[src/hdl/tmq_pkg.sv]
// Shared types, sizes and helpers of the timer expiry queue.
// No dependencies; imported by the top, tmq_cfg and the testbench.
`default_nettype none
package tmq_pkg;
    localparam int CAPACITY = 32;
    localparam int IDXW     = $clog2(CAPACITY);
    localparam int CNTW     = $clog2(CAPACITY + 1);
    localparam int SUMW     = IDXW + 1;
    localparam int DW       = 64;
    localparam int TW       = 32;
    localparam int EW       = DW + TW;

    localparam logic REG_TAG    = 1'b0;
    localparam logic REG_PERIOD = 1'b1;

    localparam logic CMD_ADD  = 1'b0;
    localparam logic CMD_TICK = 1'b1;

    localparam logic KIND_NOTICE = 1'b0;
    localparam logic KIND_CLOSE  = 1'b1;

    typedef struct packed {
        logic [TW-1:0] tag;
        logic [TW-1:0] period;
    } t_cfg;

    // Physical slot of a logical position in the circular store.
    function automatic logic [IDXW-1:0] f_phys(input logic [IDXW-1:0] head,
                                               input logic [CNTW-1:0] pos);
        logic [SUMW-1:0] s;
        s = {1'b0, head} + SUMW'(pos);
        if (s >= SUMW'(CAPACITY)) begin
            s = s - SUMW'(CAPACITY);
        end
        return s[IDXW-1:0];
    endfunction
endpackage
`default_nettype wire

[src/hdl/tmq_cfg.sv]
// APB-style register port holding the task timer tag and re-arm period.
// Depends on tmq_pkg.
`default_nettype none
module tmq_cfg (
    input  wire logic         i_clk,
    input  wire logic         i_rst_n,
    input  wire logic         psel,
    input  wire logic         penable,
    input  wire logic         pwrite,
    input  wire logic [2:0]   paddr,
    input  wire logic [31:0]  pwdata,
    output logic      [31:0]  prdata,
    output logic              pready,
    output tmq_pkg::t_cfg     o_cfg
);
    import tmq_pkg::*;

    t_cfg r_cfg;
    logic wr_en;

    assign pready = 1'b1;
    assign wr_en  = psel && penable && pwrite;
    assign o_cfg  = r_cfg;

    always_ff @(posedge i_clk) begin
        if (!i_rst_n) begin
            r_cfg.tag    <= 32'h8000_0000;
            r_cfg.period <= 32'd2;
        end else if (wr_en) begin
            unique case (paddr[2])
                REG_TAG:    r_cfg.tag    <= pwdata;
                REG_PERIOD: r_cfg.period <= pwdata;
                default:    r_cfg.tag    <= r_cfg.tag;
            endcase
        end
    end

    always_comb begin
        unique case (paddr[2])
            REG_TAG:    prdata = r_cfg.tag;
            REG_PERIOD: prdata = r_cfg.period;
            default:    prdata = '0;
        endcase
    end
endmodule
`default_nettype wire

[config.mk]
export PLATFORM = sky130hd
export DESIGN_NAME = tmq_cfg
export DESIGN_NICKNAME = d
export VERILOG_FILES = /design/src/hdl/tmq_pkg.sv /design/src/hdl/tmq_cfg.sv
export SDC_FILE = /design/constraint.sdc
export NUM_CORES = 1
export LEC_CHECK = 0
export BUFFER_PORTS_ARGS = -buffer_cell sky130_fd_sc_hd__buf_4
export CAP_MARGIN = 15
export CORE_MARGIN = 2
export CORE_UTILIZATION = 46
export CTS_CLUSTER_DIAMETER = 200
export DETAILED_ROUTE_END_ITERATION = 8
export PLACE_DENSITY = 0.8
export SLEW_MARGIN = 40
export SYNTH_ARGS = -nofsm -noshare
export SYNTH_HDL_FRONTEND = slang
export SYNTH_SLANG_ARGS = --single-unit
[constraint.sdc]
create_clock -name i_clk -period 1.2 [get_ports i_clk]
set_input_delay 0 -clock i_clk [delete_from_list [all_inputs] [get_ports i_clk]]
set_output_delay 0 -clock i_clk [all_outputs]
set_load 0.005 [all_outputs]
After elaboration in Yosys (flattened, before gate mapping) --
Index checks and enable logic that the tools add are counted.
Word-level totals: register bits after elaboration 64, latch bits 0, RAM bits 0, memory bits (read-only) 0, input port bits 40, output and inout bits 97, logic and storage cells 8, memories kept 0
Operators by class: add/subtract/negate cells 0, multipliers 0, div/mod/pow operators 0, $lt $le $gt $ge 0, equal/unequal tests 0, shift-type cells 0, multiplexer cells 1, bitwise operators 1, reductions and logical operators 4
Operator list (count):
- $pmux W32 S2 | 1
- $reduce_and A2 Y1 | 2
- $logic_and A1 B1 Y1 | 2
- $not A1 Y1 | 1

Depth between registers and ports, before layout --
Gate-level depths: netlist of the first run.
depth in word-level cells 3, gate-level depth with buffers 5, depth with buffers taken out 2

Worst setup path before layout of the first run --
OpenSTA, ideal clock, no wires.
path type input to register, from input paddr[2], to register r_cfg (netlist bit o_cfg[61]), setup time 0.072 ns, data arrival time 0.817 ns, setup slack 0.311 ns, stages 5, cell sequence buf_4 > and4b_1 > buf_6 > buf_12 > mux2i_1
On the way: longest elaborated chain between the ends 2
RTL lines:
- start, declared | RTL line tmq_cfg.sv:10 | input wire logic [2:0] paddr,
- $not A1 Y1
- $reduce_and A2 Y1 (no line)
- end, declared | RTL line tmq_cfg.sv:18 | t_cfg r_cfg;
No other way between the ends. A chain may end at the register's enable or synchronous reset.

Worst setup path after layout of the first run --
from register r_cfg (netlist bit o_cfg[31]), to output prdata[31]
On the way: longest elaborated chain between the ends 1
RTL lines:
- $pmux W32 S2 | RTL line tmq_cfg.sv:39 | unique case (paddr[2])
- end, declared | RTL line tmq_cfg.sv:12 | output logic [31:0] prdata,
No other way between the ends.

==> metrics, run 1 <==
I/O Buffers 133; worst skew pair latency between 300 and 400 ps; synthesized net count 325; Via Count ~2600; Ports 137; CTS Root Cell clkbuf_8; hold path endpoint o_cfg[35]; Fin Clk Skew 0 ps; Lkg Pwr between 0.002 and 0.0025 uW; area share of fa/ha/maj cells after synthesis 0%; fin crit share 88.4%; Sequential Power Share 51.0%; Max Slew Vio Count 0; initial core utilization about half; TritonRoute pass-1 iters 4; final WL 7380 microns; clock slew at reported path FFs approximately 70 ps; P_int 3320 uW; drt wl/cell 14.0 microns; Worst Path Max Fanout 3; mux contribution to synthesized area 35.0%; grt total ovfl 0; maximum clock path buffer count 2; largest net degree at the start of global routing between 40 and 50; detailed placement HPWL 5020 microns; syn avg cell area roughly 10 sq um; HP Class in2reg; # DRC 0; Mapped Cells 285; Synth Area in Compound Gates 0%; # fillers 459; # nets final 487; Sw Share a little under a quarter; mapped cell area 2860 sq um; pre-CTS setup slack 220 ps; Ys Warns 0; area share of and/or/nand/nor cells after synthesis 14.3%; Ant. Diodes 0; maxcap violations 0; fin area 4390 sq um; Post-DP Area 3910 sq um; RR Endpoint o_cfg[6]; Netlist cell types 14; setup slack, reg-to-reg 550 ps; routability cong. 0.801; Peak Freq roughly 940 MHz; Rows 28; Worst Hold Depth 3; Post-CTS Setup Inserts 0; initial antenna violation count 0; Largest register FFs 64; Die Height 82.9 microns; Crit Reg-Reg Startpoint o_cfg[6]; maximum VDD drop 0.728 mV; register area share after synthesis around 45%; Period minus WS final 1060 ps; Hold Path Origin i_rst_n; Die ar. 6870 sq um; crit end category output port; Critical Path Start Type flop; vias in the first global route 2500; #FFs+latches synth between 60 and 70; pwr dens 987 nW/um^2; setup_tns 0 ps; total track usage 21.3%; Layout area overhead 53.5%; Psw 1010 uW; Post-CTS Hold Fix Bufs 32; Worst EP required 1200 ps; critical path type reg2out; RSZ-0062 raised after global routing no; crit path DAT 1060 ps; xor and xnor area share after synthesis 0%; layout cells sized above 1 41.8%; Fin. Hold Viols 0; CTS tree yes; Final ANT Viol Nets 0; status finished clean; Register-to-Register Path Depth 2; hold slack 66.3 ps; Comb pwr share 13.4%; post-route setup slack 140 ps; endpoints failing setup 0; largest family of logic cells by synthesized area multiplexers; post-CTS sizing 0; register area 1280 sq um; Clock power frac a little over a third; first-pass GRT wire length 12100 microns; initial drt markers between 80 and 90; vias per cell 4.88; clock buffer count from CTS 9; CORE AREA 5960 sq um; H-tree levels 3; CTS Sinks 64; Multi-input gate area between 1000 and 1500 sq um; DIE WIDTH 82.9 microns
-- logic make-up after synthesis --
logic type             Yosys count
and+or+nand+nor                101
muxes                           96
DFF                             64
buffers and inverters           23
other                            1
-- worst max-delay path, cell delays in order (launching register included) --
cell and delay (ps):
dfxtp_1 330, mux2_2 270, buf_4 140
-- metrics by stage --
| stage | cells | power (uW) | utilization [%] |
|---|---|---|---|
| final | 527 | 4340 | 73.8 |
| after global routing | 527 | 4530 | 73.8 |
| after CTS | 527 | 4380 | 73.8 |
| after detailed placement | 479 | 2750 | 65.6 |
| after global placement | 479 | 2740 | 65.6 |
| after floorplan | 285 | 2500 | - |
-- power groups by stage --
stage / clock network (uW) / logic, uW / registers [uW]
after floorplan: 0 / 243 / 2250
after global placement: 0 / 483 / 2250
after detailed placement: 0 / 496 / 2260
after CTS: 1590 / 582 / 2210
after global routing: 1680 / 629 / 2210
final: 1540 / 582 / 2210
-- worst max path at each step --
stage	start	to	slack [ps]	depth (start not counted)
2_1_floorplan	paddr[2]	o_cfg[61]	310	5
5_1_grt	o_cfg[62]	prdata[30]	80	2
3_3_place_gp	paddr[2]	o_cfg[50]	260	4
6_report	o_cfg[31]	prdata[31]	140	2
3_5_place_dp	paddr[2]	o_cfg[57]	220	4
4_1_cts	o_cfg[5]	prdata[5]	120	2
-- synthesized netlist by cell type (all sizes together) --
cell type / instances / share of area (%)
nand2: 94 / 12
dfxtp: 64 / 45
mux2i: 64 / 22
mux2: 32 / 13
buf: 16 / 4.9
clkbuf: 7 / 0.92
nor2b: 4 / 0.87
and4: 1 / 0.31
and4b: 1 / 0.35
conb: 1 / 0.13
nand4: 1 / 0.44
-- layer usage --
| metal | wire length, microns | GRT usage, % | share of wire (%) | vias up |
|---|---|---|---|---|
| li1 | - | - | - | 1284 |
| met1 | 2970 | 23.6 | 40 | 1200 |
| met2 | 3920 | 39.5 | 53 | 83 |
| met3 | 439 | 6.16 | 5.9 | 6 |
| met4 | 49 | 5.37 | 0.66 | 0 |
| met5 | 0 | 0 | 0 | - |
-- final cells by class --
cell class	instances	share of cell area, %
multi-input combinational	198	32.2
tap	75	2.14
clock buffer	13	3.39
clock inverter	3	0.399
sequential	64	29.2
timing repair buffer	174	32.7
-- cells in the final DEF, fill, tap and decap left out --
cell type / synthesis / final
and4_1: 1 / 1
and4b_2: 0 / 1
buf_12: 3 / 4
buf_4: 4 / 138
clkbuf_1: 7 / 3
clkbuf_8: 0 / 10
clkinv_2: 0 / 2
clkinvlp_4: 0 / 1
conb_1: 1 / 1
dfxtp_1: 64 / 64
dlygate4sd3_1: 0 / 32
mux2_2: 32 / 32
mux2i_1: 64 / 64
nand2_1: 94 / 94
nand4_2: 1 / 1
nor2b_1: 4 / 4
Note: power is estimated with default switching activity, not from simulation.
==> run 2: changes to the inputs <==
--- a/config.mk
+++ b/config.mk
@@ -5,10 +5,11 @@
 export SDC_FILE = /design/constraint.sdc
 export NUM_CORES = 1
 export LEC_CHECK = 0
+export ABC_AREA = 1
 export BUFFER_PORTS_ARGS = -buffer_cell sky130_fd_sc_hd__buf_4
 export CAP_MARGIN = 15
 export CORE_MARGIN = 2
-export CORE_UTILIZATION = 46
+export CORE_UTILIZATION = 47
 export CTS_CLUSTER_DIAMETER = 200
 export DETAILED_ROUTE_END_ITERATION = 8
 export PLACE_DENSITY = 0.8
==> metrics, run 2 <==
Die Height about 85 microns; setup_tns 0 ps; crit end category output port; Post-CTS Hold Fix Bufs 21; Worst Hold Depth 5; largest net degree at the start of global routing 41; #FFs+latches synth 64; syn avg cell area approximately 6.3 sq um; Hold Path Origin pwdata[0]; area share of and/or/nand/nor cells after synthesis 46.8%; post-synth top area share approximately two fifths; synth cell count leaders nand2_1, nor2_1, dfxtp_1, nand3_1, inv_1; Ports between 100 and 150; Fin. Hold Viols 0; met2 usage between 40% and 50%; Layout area overhead 48.8%; Synth Flop Type dfxtp_1; Period minus WS final 967 ps; grt peak-use layer met2; Die ar. around 7200 sq um; CP cell instances nand2_1, nand2_1, buf_4; Synth Area in Compound Gates 0.327%; hold path endpoint o_cfg[32]; Post-synth EDFFs 0; Crit Reg-Reg Startpoint o_cfg[33]; Netlist cell types 16; Final ANT Viol Nets 0; first-pass GRT wire length 14000 microns; setup slack, reg-to-reg 560 ps; xor and xnor area share after synthesis 0%; Post-CTS Setup Inserts 0; RR Endpoint o_cfg[33]; clock buffer count from CTS 9; critical path type reg2out; DIE WIDTH 84.7 microns; HP Class in2reg; endpoints failing setup 0; pwr dens 1130 nW/um^2; total track usage 23.8%; Mapped Cells 488; # DRC 0; Worst Path Max Fanout 3; Lkg Pwr 0.00238 uW; initial drt markers 129; drt wl/cell 12.0 microns; status finished clean; Async SR Flop Fraction 0%; cell taking the most area after synthesis dfxtp_1; worst skew pair latency roughly 320 ps; CTS Sinks 64; Max Slew Vio Count 0; TritonRoute pass-1 iters 4; post-CTS sizing 0; # placed instances 676; largest family of logic cells by synthesized area simple AND/OR/NAND/NOR gates; maximum VDD drop 0.767 mV; CTS tree yes; Rows 29; Area contributors post-synth dfxtp_1, nand2_1, nor2_1; area share of fa/ha/maj cells after synthesis 0%; routability cong. 0.770; Largest register FFs 64; detailed placement HPWL 5660 microns; Fin Clk Skew 0 ps; top cell family by delay on the critical path flip-flops; mux contribution to synthesized area 0%; Ys Warns 0; maximum clock path buffer count 2; Max stage delay on crit path 370 ps; Layout Cells excl Fill 713; Peak Freq 1030 MHz; layout cells sized above 1 25.8%; most common cell after layout, fill and taps aside nand2_1; CORE AREA between 6000 and 7000 sq um; CP most frequent cell nand2_1; Ant. Diodes 0; crit path DAT a little under 1000 ps; final WL 8540 microns; initial antenna violation count 0; met3 GRT Util 5.01%; Register-to-Register Path Depth 2; # nets final 671; vias per cell 4.84; Crit path buffers/inverters 1; grt total ovfl 0; Via Count 3448; Critical Path Start Type flop; initial core utilization 48.5%; maxcap violations 0; count leader, synth nand2_1; H-tree levels 3; synthesized net count between 500 and 600; RSZ-0062 raised after global routing no; Critical-path top delay cell dfxtp_1; I/O Buffers 133; vias in the first global route 3149; register area share after synthesis 41.8%; met1 global-route usage 27.9%; mapped cell area between 3000 and 4000 sq um; clock slew at reported path FFs 60 ps; fin crit share 80.6%; most frequent cells in the layout nand2_1, buf_4, nor2_1, nand3_1, dfxtp_1; CTS Root Cell clkbuf_8; Worst EP required 1200 ps
==> run 2: kinds of logic (layout without fill, tap and decap cells) <==
family,after synthesis,count (layout)
AO/OA/AOI/OAI,2,2
other,1,1
AND/OR/NAND/NOR,353,353
buffers and inverters,68,216
flip-flops,64,64
==> run 2: final cells by class <==
class                   count  area, sq um
clock buffers              14          173
well taps                  77         96.3
flip-flops and latches     64         1280
clock inverters             2         60.1
fillers                   546         1750
multi-input cells         356         1450
repair buffers            166         1370
inverters                  34          128
==> run 2: report_power, final <==
group	internal (uW)	switching [uW]
registers	2200	61.2
clock network	1340	764
logic	403	373
total	3950	1200
==> run 2: metrics by stage <==
step / worst slack, ps / instance area, sq um / util (%) / hold slack, ps / total power, uW
after global routing: 162 / 4560 / 72.2 / 29.5 / 5380
after floorplan: 538 / 3060 / - / 126 / 2670
after detailed placement: 300 / 4120 / 65.2 / 243 / 3020
after global placement: 304 / 4120 / 65.2 / 221 / 3010
final: 233 / 4560 / 72.2 / 8.17 / 5140
after CTS: 242 / 4560 / 72.2 / 0.427 / 5180
==> run 2: worst max-delay path by stage <==
stage / from / endpoint / slack (ps) / cells past startpoint
3_5_place_dp: paddr[2] / o_cfg[2] / 300 / 5
3_3_place_gp: paddr[2] / o_cfg[4] / 300 / 5
2_1_floorplan: psel / o_cfg[49] / 540 / 6
4_1_cts: o_cfg[23] / prdata[23] / 240 / 3
6_report: o_cfg[0] / prdata[0] / 230 / 3
5_1_grt: o_cfg[54] / prdata[22] / 160 / 3
==> run 2: tightest hold or removal path, delay by kind of cell <==
| kind | cells | cell delay (ps) |
|---|---|---|
| buffers and inverters | 2 | 120 |
| and+or+nand+nor | 3 | 180 |
==> run 2: layer usage <==
layer  part of all wire, %  up-vias
li1                      -     1756
met1                    41     1561
met2                    52      121
met3                   5.6       10
met4                  0.96        0
met5                     0        -
==> run 3: changes to the inputs <==
==> constraint.sdc (replaced) <==
create_clock -name i_clk -period 0.9 [get_ports i_clk]
set_input_delay 0 -clock i_clk [delete_from_list [all_inputs] [get_ports i_clk]]
set_output_delay 0 -clock i_clk [all_outputs]
set_load 0.005 [all_outputs]
==> metrics, run 3 (same netlist as run 2, synthesis figures left out) <==
status finished with violations; failing checks negative setup slack; Ant. Diodes 0; I/O Buffers between 100 and 150; total track usage 23.9%; setup_tns -67.5 ps; Lkg Pwr 0.00246 uW; vias per cell 4.95; RSZ-0062 raised after global routing yes; initial drt markers ~160; Period minus WS final 929 ps; drt wl/cell 12.4 microns; H-tree levels 3; Multi-input gate area 1500 sq um; Final ANT Viol Nets 0; # DRC 0; fin crit share 103%; register area 1360 sq um; critical path type reg2out; Final Total Pwr 6120 uW; grt total ovfl 0; crit path DAT 930 ps; TritonRoute pass-1 iters 4; Layout area overhead 54.6%; largest net degree at the start of global routing 41; DIE WIDTH 84.7 microns; Die Height 84.7 microns; # nets final 679; Critical-path top delay cell dfxtp_2; initial antenna violation count 0; crit end category output port; maxcap violations 0; Via Count between 3000 and 4000; vias in the first global route 3189; Max Slew Vio Count 0; Fin. Hold Viols 0; Crit Reg-Reg Startpoint o_cfg[50]; Worst EP required approximately 900 ps; CP cell instances nand2_2, nand2_1, buf_4; routability cong. 0.756; final WL 8920 microns; Hold Path Origin pwdata[26]; clock buffer count from CTS 9; Ports between 100 and 150; most frequent cells in the layout nand2_1, buf_4, nor2_1, nand3_1, dfxtp_2; CORE AREA approximately 6300 sq um; maximum VDD drop 0.799 mV; pwr dens 1290 nW/um^2; first-pass GRT wire length around 14000 microns; Peak Freq 1080 MHz; initial core utilization roughly 49%; most common cell after layout, fill and taps aside nand2_1; Fin Clk Skew 0 ps; endpoints failing setup 6; clock slew at reported path FFs 70 ps; # fillers 499; HP Class in2reg; top cell family by delay on the critical path flip-flops; worst skew pair latency 320 ps; Crit path buffers/inverters 1; Rows 29; Largest register FFs 64; Die ar. 7180 sq um; maximum clock path buffer count 2; detailed placement HPWL 5750 microns; post-route setup slack -29.2 ps; CTS Root Cell clkbuf_8; CTS tree yes; Max stage delay on crit path 380 ps; CTS Sinks 64; Worst Path Max Fanout 3; worst setup path start o_cfg[1]; layout cells sized above 1 around 40%; Critical Path Start Type flop
==> run 3: worst paths after layout <==
path	end	slack [ps]	depth (start not counted)
worst max register to register	o_cfg[50]	40	4
worst max-delay path	prdata[1]	-30	3
worst min register to register	o_cfg[28]	490	2
worst min-delay path	o_cfg[58]	8	5
==> run 3: worst reg2reg max path: stages (launching register included) <==
cell and delay (ps):
dfxtp_2 340, buf_4 130, buf_4 130, nor2_1 100
nor2_1 60
==> run 3: where the power goes <==
group	switching (uW)	total (uW)	internal, uW
Combinational	519	1100	580
Sequential	87.0	3040	2950
Clock	984	1990	1000
==> run 3: final cells by class <==
cell class / instances / share of cell area (%)
multi-input cells: 356 / 31.6
clock buffers: 10 / 2.91
well taps: 77 / 2.03
flip-flops and latches: 64 / 28.8
clock inverters: 2 / 0.211
inverters: 34 / 2.69
repair buffers: 174 / 31.7
==> run 3: per-layer routing <==
| layer | GRT usage [%] | share of wire [%] | vias up |
|---|---|---|---|
| met2 | 42.4 | 53 | 119 |
| met1 | 29.4 | 41 | 1658 |
| met3 | 4.62 | 6.1 | 6 |
| li1 | - | - | 1769 |
| met5 | 0 | 0 | - |
| met4 | 7.07 | 0.78 | 0 |
==> run 3: repair_timing <==
action	4_1_cts	5_1_grt
setup buffers	4	7
endpoints found under the setup margin	32	75
hold endpoints to repair	22	0
pin swaps	18	29
gates resized for setup	62	35
hold buffers	16	0
==> run 3: per-stage QoR <==
step           hold WS [ps]  utilization (%)  instance area (sq um)  cells  setup WS (ps)
6_report               8.25             75.0                   4740    717          -29.2
5_1_grt                14.5             75.0                   4740    717          -72.6
4_1_cts             0.00250             72.6                   4580    710          -18.1
3_5_place_dp            227             66.0                   4170    678           20.8
3_3_place_gp            221             66.0                   4170    678           53.7
2_1_floorplan           126                -                   3060    488            238
